$ cat src/design/fomf_pkg.sv
// Package for the filtered overwrite message queue.
// Holds widths, command codes, register indexes and controller command types.
// No dependencies.
package fomf_pkg;

  localparam int DEPTH_DEF         = 16;
  localparam int MAX_IDS_DEF       = 4;
  localparam int ID_WIDTH_DEF      = 8;
  localparam int PAYLOAD_WIDTH_DEF = 32;

  localparam int CMD_W      = 2;
  localparam int CNT_W      = 5;
  localparam int CFG_IDX_W  = 3;
  localparam int CFG_DATA_W = 32;
  localparam int ID_REGS    = 4;

  localparam logic [CNT_W-1:0] CAP_RESET = CNT_W'(16);

  typedef enum logic [CMD_W-1:0] {
    CMD_ENQ  = 2'd0,
    CMD_DEQ  = 2'd1,
    CMD_CHK  = 2'd2,
    CMD_NONE = 2'd3
  } cmd_t;

  localparam logic [CFG_IDX_W-1:0] REG_CAPACITY  = 3'd0;
  localparam logic [CFG_IDX_W-1:0] REG_OVERWRITE = 3'd1;
  localparam logic [CFG_IDX_W-1:0] REG_ID_COUNT  = 3'd2;
  localparam logic [CFG_IDX_W-1:0] REG_ID_BASE   = 3'd3;

  typedef struct packed {
    logic load;
    logic exec;
  } ctrl_cmd_t;

endpackage

$ cat src/design/fomf_in_if.sv
// Request channel interface for the message queue.
// Depends on fomf_pkg for the command width.
interface fomf_in_if #(
  parameter int ID_WIDTH      = fomf_pkg::ID_WIDTH_DEF,
  parameter int PAYLOAD_WIDTH = fomf_pkg::PAYLOAD_WIDTH_DEF
);
  logic                           valid;
  logic                           ready;
  logic [fomf_pkg::CMD_W-1:0]     command;
  logic [ID_WIDTH-1:0]            message_id;
  logic [PAYLOAD_WIDTH-1:0]       message_payload;

  modport source (output valid, command, message_id, message_payload, input ready);
  modport sink   (input valid, command, message_id, message_payload, output ready);
endinterface

$ cat src/design/fomf_out_if.sv
// Result channel interface for the message queue.
// Depends on fomf_pkg for the fill count width.
interface fomf_out_if #(
  parameter int ID_WIDTH      = fomf_pkg::ID_WIDTH_DEF,
  parameter int PAYLOAD_WIDTH = fomf_pkg::PAYLOAD_WIDTH_DEF
);
  logic                       valid;
  logic                       ready;
  logic                       done_res;
  logic [ID_WIDTH-1:0]        out_id;
  logic [PAYLOAD_WIDTH-1:0]   out_payload;
  logic [fomf_pkg::CNT_W-1:0] fill_count;

  modport source (output valid, done_res, out_id, out_payload, fill_count, input ready);
  modport sink   (input valid, done_res, out_id, out_payload, fill_count, output ready);
endinterface

$ cat src/design/fomf_cfg_if.sv
// Configuration write channel interface for the message queue.
// Depends on fomf_pkg for index and data widths.
interface fomf_cfg_if;
  logic                            valid;
  logic                            ready;
  logic [fomf_pkg::CFG_IDX_W-1:0]  index;
  logic [fomf_pkg::CFG_DATA_W-1:0] data;

  modport source (output valid, index, data, input ready);
  modport sink   (input valid, index, data, output ready);
endinterface

$ cat src/design/filtered_overwrite_message_fifo.sv
// Top level of the filtered overwrite message queue.
// Joins fomf_ctrl and fomf_datapath; uses fomf_pkg and the channel interfaces.
//
//   channel | direction | contents
//   in_ch   | sink      | command, message_id, message_payload
//   out_ch  | source    | done_res, out_id, out_payload, fill_count
//   cfg_ch  | sink      | index, data (always ready)
//
// A request is first captured while the head slot is read from the slot memory,
// then it is executed and the result register is loaded.
// A new request is taken while the previous result still waits on out_ch.
// Execution stalls while the result register is full and not taken.
// Reset is synchronous and active low; the slot memories are not cleared.
module filtered_overwrite_message_fifo #(
  parameter int DEPTH         = fomf_pkg::DEPTH_DEF,
  parameter int MAX_IDS       = fomf_pkg::MAX_IDS_DEF,
  parameter int ID_WIDTH      = fomf_pkg::ID_WIDTH_DEF,
  parameter int PAYLOAD_WIDTH = fomf_pkg::PAYLOAD_WIDTH_DEF
) (
  input  logic        clk,
  input  logic        rst_n,
  fomf_in_if.sink     in_ch,
  fomf_out_if.source  out_ch,
  fomf_cfg_if.sink    cfg_ch
);

  fomf_pkg::ctrl_cmd_t ctl;

  assign cfg_ch.ready = 1'b1;

  fomf_ctrl u_ctrl (
    .clk       (clk),
    .rst_n     (rst_n),
    .in_valid  (in_ch.valid),
    .in_ready  (in_ch.ready),
    .out_valid (out_ch.valid),
    .out_ready (out_ch.ready),
    .ctl       (ctl)
  );

  fomf_datapath #(
    .DEPTH         (DEPTH),
    .MAX_IDS       (MAX_IDS),
    .ID_WIDTH      (ID_WIDTH),
    .PAYLOAD_WIDTH (PAYLOAD_WIDTH)
  ) u_datapath (
    .clk                (clk),
    .rst_n              (rst_n),
    .ctl                (ctl),
    .in_command         (in_ch.command),
    .in_message_id      (in_ch.message_id),
    .in_message_payload (in_ch.message_payload),
    .cfg_we             (cfg_ch.valid && cfg_ch.ready),
    .cfg_index          (cfg_ch.index),
    .cfg_data           (cfg_ch.data),
    .out_done_res       (out_ch.done_res),
    .out_id             (out_ch.out_id),
    .out_payload        (out_ch.out_payload),
    .out_fill_count     (out_ch.fill_count)
  );

  a_load_then_busy: assert property (@(posedge clk) disable iff (!rst_n)
    (in_ch.valid && in_ch.ready) |=> !in_ch.ready)
    else $error("request taken while previous one still executing");

  a_load_exec_apart: assert property (@(posedge clk) disable iff (!rst_n)
    !(ctl.load && ctl.exec))
    else $error("load and execute in the same cycle");

  a_exec_gives_result: assert property (@(posedge clk) disable iff (!rst_n)
    ctl.exec |=> out_ch.valid)
    else $error("execute did not present a result");

  a_no_overrun: assert property (@(posedge clk) disable iff (!rst_n)
    (out_ch.valid && !out_ch.ready) |-> !ctl.exec)
    else $error("result register overwritten before it was taken");

endmodule

$ cat src/design/fomf_ctrl.sv
// Controller state machine for the message queue.
// Sequences load and execute of one request; depends on fomf_pkg.
module fomf_ctrl (
  input  logic                clk,
  input  logic                rst_n,
  input  logic                in_valid,
  output logic                in_ready,
  output logic                out_valid,
  input  logic                out_ready,
  output fomf_pkg::ctrl_cmd_t ctl
);

  typedef enum logic {
    S_IDLE,
    S_EXEC
  } state_t;

  state_t state_r, state_nxt;
  logic   out_valid_r, out_valid_nxt;

  always_comb begin
    in_ready      = (state_r == S_IDLE);
    ctl.load      = in_valid && in_ready;
    ctl.exec      = (state_r == S_EXEC) && (!out_valid_r || out_ready);
    state_nxt     = state_r;
    out_valid_nxt = out_valid_r;
    if (out_ready) begin
      out_valid_nxt = 1'b0;
    end
    unique case (state_r)
      S_IDLE: begin
        if (ctl.load) begin
          state_nxt = S_EXEC;
        end
      end
      S_EXEC: begin
        if (ctl.exec) begin
          state_nxt     = S_IDLE;
          out_valid_nxt = 1'b1;
        end
      end
      default: state_nxt = S_IDLE;
    endcase
  end

  always_ff @(posedge clk) begin
    if (!rst_n) begin
      state_r     <= S_IDLE;
      out_valid_r <= 1'b0;
    end else begin
      state_r     <= state_nxt;
      out_valid_r <= out_valid_nxt;
    end
  end

  assign out_valid = out_valid_r;

endmodule

$ cat src/design/fomf_datapath.sv
// Datapath of the message queue: configuration registers, slot memories,
// pointers, fill count and result register. Depends on fomf_pkg.
module fomf_datapath #(
  parameter int DEPTH         = fomf_pkg::DEPTH_DEF,
  parameter int MAX_IDS       = fomf_pkg::MAX_IDS_DEF,
  parameter int ID_WIDTH      = fomf_pkg::ID_WIDTH_DEF,
  parameter int PAYLOAD_WIDTH = fomf_pkg::PAYLOAD_WIDTH_DEF
) (
  input  logic                            clk,
  input  logic                            rst_n,
  input  fomf_pkg::ctrl_cmd_t             ctl,
  input  logic [fomf_pkg::CMD_W-1:0]      in_command,
  input  logic [ID_WIDTH-1:0]             in_message_id,
  input  logic [PAYLOAD_WIDTH-1:0]        in_message_payload,
  input  logic                            cfg_we,
  input  logic [fomf_pkg::CFG_IDX_W-1:0]  cfg_index,
  input  logic [fomf_pkg::CFG_DATA_W-1:0] cfg_data,
  output logic                            out_done_res,
  output logic [ID_WIDTH-1:0]             out_id,
  output logic [PAYLOAD_WIDTH-1:0]        out_payload,
  output logic [fomf_pkg::CNT_W-1:0]      out_fill_count
);

  localparam int PTR_W = (DEPTH > 1) ? $clog2(DEPTH) : 1;
  localparam int CMP_W = ((PTR_W > fomf_pkg::CNT_W) ? PTR_W : fomf_pkg::CNT_W) + 1;
  localparam int CNT_W = fomf_pkg::CNT_W;

  logic [CNT_W-1:0]         cap_r;
  logic                     ovw_r;
  logic [2:0]               id_count_r;
  logic [ID_WIDTH-1:0]      acc_id_r [MAX_IDS];

  logic [ID_WIDTH-1:0]      id_mem  [DEPTH];
  logic [PAYLOAD_WIDTH-1:0] pay_mem [DEPTH];
  logic [ID_WIDTH-1:0]      rd_id_r;
  logic [PAYLOAD_WIDTH-1:0] rd_pay_r;

  logic [PTR_W-1:0]         head_r, head_nxt;
  logic [PTR_W-1:0]         tail_r, tail_nxt;
  logic [CNT_W-1:0]         fill_r, fill_nxt;

  fomf_pkg::cmd_t           cmd_r;
  logic [ID_WIDTH-1:0]      id_r;
  logic [PAYLOAD_WIDTH-1:0] pay_r;

  logic                     done_r, done_nxt;
  logic [ID_WIDTH-1:0]      oid_r, oid_nxt;
  logic [PAYLOAD_WIDTH-1:0] opay_r, opay_nxt;
  logic [CNT_W-1:0]         ofill_r;

  logic [CNT_W-1:0]         cap_eff;
  logic                     id_hit;
  logic                     wr_en;
  int                       id_lim;

  function automatic logic [PTR_W-1:0] advance(input logic [PTR_W-1:0] p,
                                              input logic [CNT_W-1:0] cap);
    logic [CMP_W-1:0] n;
    n = CMP_W'(p) + CMP_W'(1);
    return (n >= CMP_W'(cap)) ? PTR_W'(0) : PTR_W'(n);
  endfunction

  always_comb begin
    if (cap_r == '0) begin
      cap_eff = CNT_W'(1);
    end else if (int'(cap_r) > DEPTH) begin
      cap_eff = CNT_W'(DEPTH);
    end else begin
      cap_eff = cap_r;
    end
  end

  always_comb begin
    id_lim = (int'(id_count_r) > MAX_IDS) ? MAX_IDS : int'(id_count_r);
    id_hit = 1'b0;
    for (int i = 0; i < MAX_IDS; i++) begin
      if ((i < id_lim) && (acc_id_r[i] == id_r)) begin
        id_hit = 1'b1;
      end
    end
  end

  always_comb begin
    head_nxt = head_r;
    tail_nxt = tail_r;
    fill_nxt = fill_r;
    done_nxt = 1'b0;
    oid_nxt  = '0;
    opay_nxt = '0;
    wr_en    = 1'b0;
    unique case (cmd_r)
      fomf_pkg::CMD_ENQ: begin
        if (id_hit) begin
          if (fill_r < cap_eff) begin
            wr_en    = 1'b1;
            tail_nxt = advance(tail_r, cap_eff);
            fill_nxt = fill_r + CNT_W'(1);
            done_nxt = 1'b1;
          end else if (ovw_r) begin
            wr_en    = 1'b1;
            tail_nxt = advance(tail_r, cap_eff);
            head_nxt = advance(head_r, cap_eff);
            done_nxt = 1'b1;
          end
        end
      end
      fomf_pkg::CMD_DEQ: begin
        if (fill_r != '0) begin
          oid_nxt  = rd_id_r;
          opay_nxt = rd_pay_r;
          head_nxt = advance(head_r, cap_eff);
          fill_nxt = fill_r - CNT_W'(1);
          done_nxt = 1'b1;
        end
      end
      fomf_pkg::CMD_CHK: begin
        done_nxt = (fill_r != '0) && (rd_id_r == id_r);
      end
      fomf_pkg::CMD_NONE: begin
        done_nxt = 1'b0;
      end
      default: done_nxt = 1'b0;
    endcase
  end

  always_ff @(posedge clk) begin
    if (!rst_n) begin
      cap_r      <= fomf_pkg::CAP_RESET;
      ovw_r      <= 1'b0;
      id_count_r <= '0;
      for (int i = 0; i < MAX_IDS; i++) begin
        acc_id_r[i] <= '0;
      end
    end else if (cfg_we) begin
      if (cfg_index == fomf_pkg::REG_CAPACITY) begin
        cap_r <= cfg_data[CNT_W-1:0];
      end else if (cfg_index == fomf_pkg::REG_OVERWRITE) begin
        ovw_r <= cfg_data[0];
      end else if (cfg_index == fomf_pkg::REG_ID_COUNT) begin
        id_count_r <= cfg_data[2:0];
      end else begin
        for (int i = 0; i < MAX_IDS; i++) begin
          if ((i < fomf_pkg::ID_REGS) &&
              (int'(cfg_index) == int'(fomf_pkg::REG_ID_BASE) + i)) begin
            acc_id_r[i] <= cfg_data[ID_WIDTH-1:0];
          end
        end
      end
    end
  end

  always_ff @(posedge clk) begin
    if (!rst_n) begin
      head_r <= '0;
      tail_r <= '0;
      fill_r <= '0;
    end else if (ctl.exec) begin
      head_r <= head_nxt;
      tail_r <= tail_nxt;
      fill_r <= fill_nxt;
    end
  end

  always_ff @(posedge clk) begin
    if (ctl.exec && wr_en) begin
      id_mem[tail_r]  <= id_r;
      pay_mem[tail_r] <= pay_r;
    end
    rd_id_r  <= id_mem[head_r];
    rd_pay_r <= pay_mem[head_r];
  end

  always_ff @(posedge clk) begin
    if (ctl.load) begin
      cmd_r <= fomf_pkg::cmd_t'(in_command);
      id_r  <= in_message_id;
      pay_r <= in_message_payload;
    end
    if (ctl.exec) begin
      done_r  <= done_nxt;
      oid_r   <= oid_nxt;
      opay_r  <= opay_nxt;
      ofill_r <= fill_nxt;
    end
  end

  assign out_done_res   = done_r;
  assign out_id         = oid_r;
  assign out_payload    = opay_r;
  assign out_fill_count = ofill_r;

endmodule

$ cat src/flat_wrapper.sv
// flat-port wrapper written by rule: the top's interface ports become plain ports
module filtered_overwrite_message_fifo_flat 
#(
  parameter int DEPTH         = fomf_pkg::DEPTH_DEF,
  parameter int MAX_IDS       = fomf_pkg::MAX_IDS_DEF,
  parameter int ID_WIDTH      = fomf_pkg::ID_WIDTH_DEF,
  parameter int PAYLOAD_WIDTH = fomf_pkg::PAYLOAD_WIDTH_DEF
)
  (clk, rst_n, in_ch_valid, in_ch_command, in_ch_message_id, in_ch_message_payload, in_ch_ready, out_ch_valid, out_ch_done_res, out_ch_out_id, out_ch_out_payload, out_ch_fill_count, out_ch_ready, cfg_ch_valid, cfg_ch_index, cfg_ch_data, cfg_ch_ready);
  fomf_in_if #(.ID_WIDTH(ID_WIDTH), .PAYLOAD_WIDTH(PAYLOAD_WIDTH)) in_ch_i ();
  fomf_out_if #(.ID_WIDTH(ID_WIDTH), .PAYLOAD_WIDTH(PAYLOAD_WIDTH)) out_ch_i ();
  fomf_cfg_if cfg_ch_i ();
  input  logic clk;
  input  logic rst_n;
  input wire logic [$bits(in_ch_i.valid)-1:0] in_ch_valid;
  input wire logic [$bits(in_ch_i.command)-1:0] in_ch_command;
  input wire logic [$bits(in_ch_i.message_id)-1:0] in_ch_message_id;
  input wire logic [$bits(in_ch_i.message_payload)-1:0] in_ch_message_payload;
  output wire logic [$bits(in_ch_i.ready)-1:0] in_ch_ready;
  output wire logic [$bits(out_ch_i.valid)-1:0] out_ch_valid;
  output wire logic [$bits(out_ch_i.done_res)-1:0] out_ch_done_res;
  output wire logic [$bits(out_ch_i.out_id)-1:0] out_ch_out_id;
  output wire logic [$bits(out_ch_i.out_payload)-1:0] out_ch_out_payload;
  output wire logic [$bits(out_ch_i.fill_count)-1:0] out_ch_fill_count;
  input wire logic [$bits(out_ch_i.ready)-1:0] out_ch_ready;
  input wire logic [$bits(cfg_ch_i.valid)-1:0] cfg_ch_valid;
  input wire logic [$bits(cfg_ch_i.index)-1:0] cfg_ch_index;
  input wire logic [$bits(cfg_ch_i.data)-1:0] cfg_ch_data;
  output wire logic [$bits(cfg_ch_i.ready)-1:0] cfg_ch_ready;
  assign in_ch_i.valid = in_ch_valid;
  assign in_ch_i.command = in_ch_command;
  assign in_ch_i.message_id = in_ch_message_id;
  assign in_ch_i.message_payload = in_ch_message_payload;
  assign in_ch_ready = in_ch_i.ready;
  assign out_ch_valid = out_ch_i.valid;
  assign out_ch_done_res = out_ch_i.done_res;
  assign out_ch_out_id = out_ch_i.out_id;
  assign out_ch_out_payload = out_ch_i.out_payload;
  assign out_ch_fill_count = out_ch_i.fill_count;
  assign out_ch_i.ready = out_ch_ready;
  assign cfg_ch_i.valid = cfg_ch_valid;
  assign cfg_ch_i.index = cfg_ch_index;
  assign cfg_ch_i.data = cfg_ch_data;
  assign cfg_ch_ready = cfg_ch_i.ready;
  filtered_overwrite_message_fifo #(.DEPTH(DEPTH), .MAX_IDS(MAX_IDS), .ID_WIDTH(ID_WIDTH), .PAYLOAD_WIDTH(PAYLOAD_WIDTH)) u_core (.clk(clk), .rst_n(rst_n), .in_ch(in_ch_i), .out_ch(out_ch_i), .cfg_ch(cfg_ch_i));
endmodule
$ cat config.mk
export PLATFORM = sky130hd
export DESIGN_NAME = filtered_overwrite_message_fifo_flat
export DESIGN_NICKNAME = d
export VERILOG_FILES = /design/src/design/fomf_pkg.sv /design/src/design/fomf_in_if.sv /design/src/design/fomf_out_if.sv /design/src/design/fomf_cfg_if.sv /design/src/design/filtered_overwrite_message_fifo.sv /design/src/design/fomf_ctrl.sv /design/src/design/fomf_datapath.sv /design/src/flat_wrapper.sv
export SDC_FILE = /design/constraint.sdc
export NUM_CORES = 1
export LEC_CHECK = 0
export ABC_AREA = 1
export BUFFER_PORTS_ARGS = -buffer_cell sky130_fd_sc_hd__clkbuf_2
export CAP_MARGIN = 0
export CORE_ASPECT_RATIO = 0.5
export CORE_MARGIN = 2
export CORE_UTILIZATION = 65
export CTS_CLUSTER_DIAMETER = 30
export DETAILED_ROUTE_END_ITERATION = 10
export PLACE_DENSITY_LB_ADDON = 0.3
export RECOVER_POWER = 50
export SYNTH_ARGS = -nofsm -noshare
export SYNTH_HDL_FRONTEND = slang
export SYNTH_SLANG_ARGS = --single-unit
$ cat constraint.sdc
create_clock -name clk -period 9.98 [get_ports clk]
set_input_delay 0.998 -clock clk [delete_from_list [all_inputs] [get_ports clk]]
set_output_delay 0.998 -clock clk [all_outputs]
set_load 0.01 [all_outputs]
==> qor.txt <==
status -> complete, but fails checks
failing checks -> capacitance limit, slew limit
startpoint types -> primary input
Avg Cell Area, Syn -> 13.1 µm²
gr ovfl total -> 0
maximum VDD drop -> 144 µV
Synth Area in Adders -> 0.00820
post-synthesis mux area share -> 0
# diodes -> 0
Lkg Pwr -> 12.7 nW
# fillers -> 2,819
hold crit path type -> reg2reg
final hold vios -> 0
port bufs -> 105
leading area contributor after synthesis -> edfxtp_1
main combinational cell family by area after synthesis -> compound AO/OA/AOI/OAI gates
Final nets -> 2,630
Die W -> 318 µm
max_slew headroom -> -1.67
synthesized instance count -> 2,445
CP Data Required Time -> 10,240 ps
Worst-path clk slew -> 60 ps
ys async rst share -> 0
DR pass1 iterations -> 6
clock skew -> 23.5 ps
Post-synth EDFFs -> 760
Slew Viols, Final -> 92
ys flop type -> edfxtp_1
die area -> 51,200 µm²
drt via density -> 6.41
synth top area cells -> edfxtp_1, o21ai_0, nor2_1, dfxtp_1, o221ai_1
Crit path arrival time -> 6130 ps
endpoint type of the worst setup path -> register
share of layout cells above drive strength 1 -> 0.125
CTS resizes -> 0
post-synthesis sequential area ratio -> 0.752
PwrDens -> 206 nW/µm²
initial antenna violation count -> 0
antenna viol nets, final -> 0
core area -> 48,600 µm²
worst slew pin tran -> 4000 ps
Initial DRC Count -> 2,915
Die Span Y -> 161 µm
Final Util -> 0.745
Crit Path Max Fanout -> 48
fin crit period -> 5870 ps
DR DRC count -> 0
CTS buffer count -> 88
Post-Syn Area -> 32,100 µm²
XOR/XNOR share of the synthesized area -> 0.00437
#FFs+latches synth -> 824
DRT Wirelength -> 76,200 µm
dpl hpwl -> 37,800 µm
synthesis warning total -> 0
post-synth top area share -> 0.712
Post-Syn Nets -> 2,548
WL/cell -> 23.4 µm
first-pass GRT wire length -> 116,000 µm
routability cong. -> 0.875
Clock Path Buffers -> 3
TritonCTS clock tree -> done
Setup CP Type -> in2reg
setup_tns -> 0 ps
Total Routing Usage GR -> 0.299
f_max -> 170 MHz
compound-gate portion of the synthesized area -> 0.111
# rows -> 57
share of the clock period used by the worst path -> 0.588
num ports -> 131
final setup vio count -> 0
setup repair bufs after CTS -> 0
Starting Density -> 0.659
max_cap viols -> 2
vias in the first global route -> 20,600
total power -> 0.00748 W
synth unique cells -> 42
Syn-to-layout area delta -> 13.1%
Clock Sinks -> 824
DR vias -> 20,800
Post-CTS Hold Buffers -> 0
Synth Area in Simple Gates -> 0.0925
clock insertion delay at the later pin of the skew report -> 630 ps
CTS root buffer -> clkbuf_16
RSZ-0062 raised after global routing -> false
largest net degree at the start of global routing -> 208
H-tree levels -> 3
worst max-delay path: stages:
cell and delay [ps]:
clkbuf_2 70, inv_1 30, nand2_1 60, nand2_1 100
clkinv_1 60, clkbuf_1 2540, nand4_4 460, inv_6 310
nand2_4 140, nor2_4 750, buf_4 550
report_power, final:
| group | internal (W) | total (W) | switching, W | leakage (nW) |
|---|---|---|---|---|
| Clock | 0.00190 | 0.00338 | 0.00148 | 1.49 |
| Sequential | 0.00382 | 0.00389 | 0.0000660 | 7.43 |
| Combinational | 0.0000613 | 0.000203 | 0.000142 | 3.79 |
| Total | 0.00579 | 0.00748 | 0.00169 | 12.7 |
placed cells by master (no fill, tap or decap), types with 2 or more instances in the layout:
master | netlist | layout
o21ai_1 | 2 | 2
xor2_1 | 8 | 8
or2_1 | 2 | 2
inv_1 | 110 | 108
clkbuf_16 | 0 | 90
xnor2_1 | 8 | 8
o211ai_1 | 48 | 48
clkinv_8 | 0 | 8
clkbuf_1 | 118 | 20
dfxtp_1 | 64 | 60
buf_4 | 4 | 28
o21a_1 | 3 | 3
ha_1 | 21 | 21
inv_2 | 8 | 8
o22ai_1 | 50 | 50
o221ai_1 | 113 | 113
a21oi_1 | 20 | 20
bufinv_16 | 0 | 6
inv_8 | 0 | 16
dfxtp_4 | 0 | 3
nand2_2 | 1 | 2
clkinv_1 | 1 | 2
clkbuf_8 | 0 | 2
clkinv_4 | 0 | 4
o21ai_0 | 340 | 340
edfxtp_1 | 760 | 760
clkinvlp_4 | 0 | 8
clkinv_2 | 0 | 8
inv_6 | 1 | 16
nand4_1 | 9 | 9
clkbuf_2 | 0 | 95
nand2_1 | 190 | 189
nor2_4 | 1 | 18
nand2_4 | 5 | 5
nor2_1 | 452 | 435
nand3_1 | 69 | 69
nor2_2 | 3 | 3
per-stage QoR:
step	instances	hold WS (ps)	cell area, µm²	setup WS [ps]
6_report	3251	495	36300	4110
5_1_grt	3251	518	36300	3720
4_1_cts	3251	494	36300	6020
3_5_place_dp	3086	485	33200	5720
3_3_place_gp	3086	474	33200	5810
2_1_floorplan	2445	474	32100	5190
logic make-up (layout without fill, tap and decap cells):
logic type | Yosys count | count (layout)
XOR/XNOR | 16 | 16
other | 1 | 1
AND/OR/NAND/NOR | 737 | 737
buffers and inverters | 263 | 420
adder cells (fa/ha/maj) | 21 | 21
flip-flops | 824 | 824
AO/OA/AOI/OAI | 583 | 583
sequential cells by signal, indices dropped and copies added (netlist names), 8 cells and up:
signal                         count
u_core.u_datapath.rd_pay_r        32
u_core.u_datapath.pay_r           32
u_core.u_datapath.out_payload     32
u_core.u_datapath.out_id           8
u_core.u_datapath.id_mem         128
u_core.u_datapath.pay_mem        512
u_core.u_datapath.rd_id_r          8
u_core.u_datapath.acc_id_r        32
u_core.u_datapath.id_r             8
per-layer routing:
layer	track usage	wire, µm	vias to the layer above	part of all wire
met5	0	0	-	0
li1	-	-	9156	-
met4	0.108	2130	0	0.028
met1	0.422	29500	10100	0.39
met3	0.0571	8560	196	0.11
met2	0.476	36000	1347	0.47
cells in the mapped netlist (2+ instances only):
library cell  count
a21oi_1          20
or2_1             2
o22ai_1          50
nand3_1          69
o211ai_1         48
buf_4             4
nor2_2            3
o21ai_0         340
buf_2            18
nor2_1          452
buf_1             3
o221ai_1        113
nand4_1           9
nand2_1         190
inv_1           110
o21ai_1           2
edfxtp_1        760
ha_1             21
clkbuf_1        118
xnor2_1           8
xor2_1            8
dfxtp_1          64
o21a_1            3
inv_2             8
nand2_4           5
final timing paths:
| kind | to | cells past startpoint | from | slack, ps |
|---|---|---|---|---|
| max | u_core.u_datapath.pay_mem[1][15] | 11 | out_ch_ready | 4110 |
| min reg2reg | u_core.u_ctrl.out_valid | 2 | u_core.u_ctrl.out_valid | 490 |
| max reg2reg | u_core.u_datapath.pay_mem[1][15] | 8 | u_core.u_ctrl.state_r | 4210 |
| min | u_core.u_ctrl.out_valid | 2 | u_core.u_ctrl.out_valid | 490 |
final cells by class:
class / instances / area (µm²) / share of cell area
Multi-Input combinational cell: 1358 / 7060 / 0.195
Timing Repair Buffer: 135 / 731 / 0.0202
Clock buffer: 100 / 2310 / 0.0637
Tap cell: 649 / 812 / 0.0224
Sequential cell: 824 / 24100 / 0.665
Inverter: 120 / 468 / 0.0129
Clock inverter: 65 / 761 / 0.0210
Power figures use the tool's default switching activity.
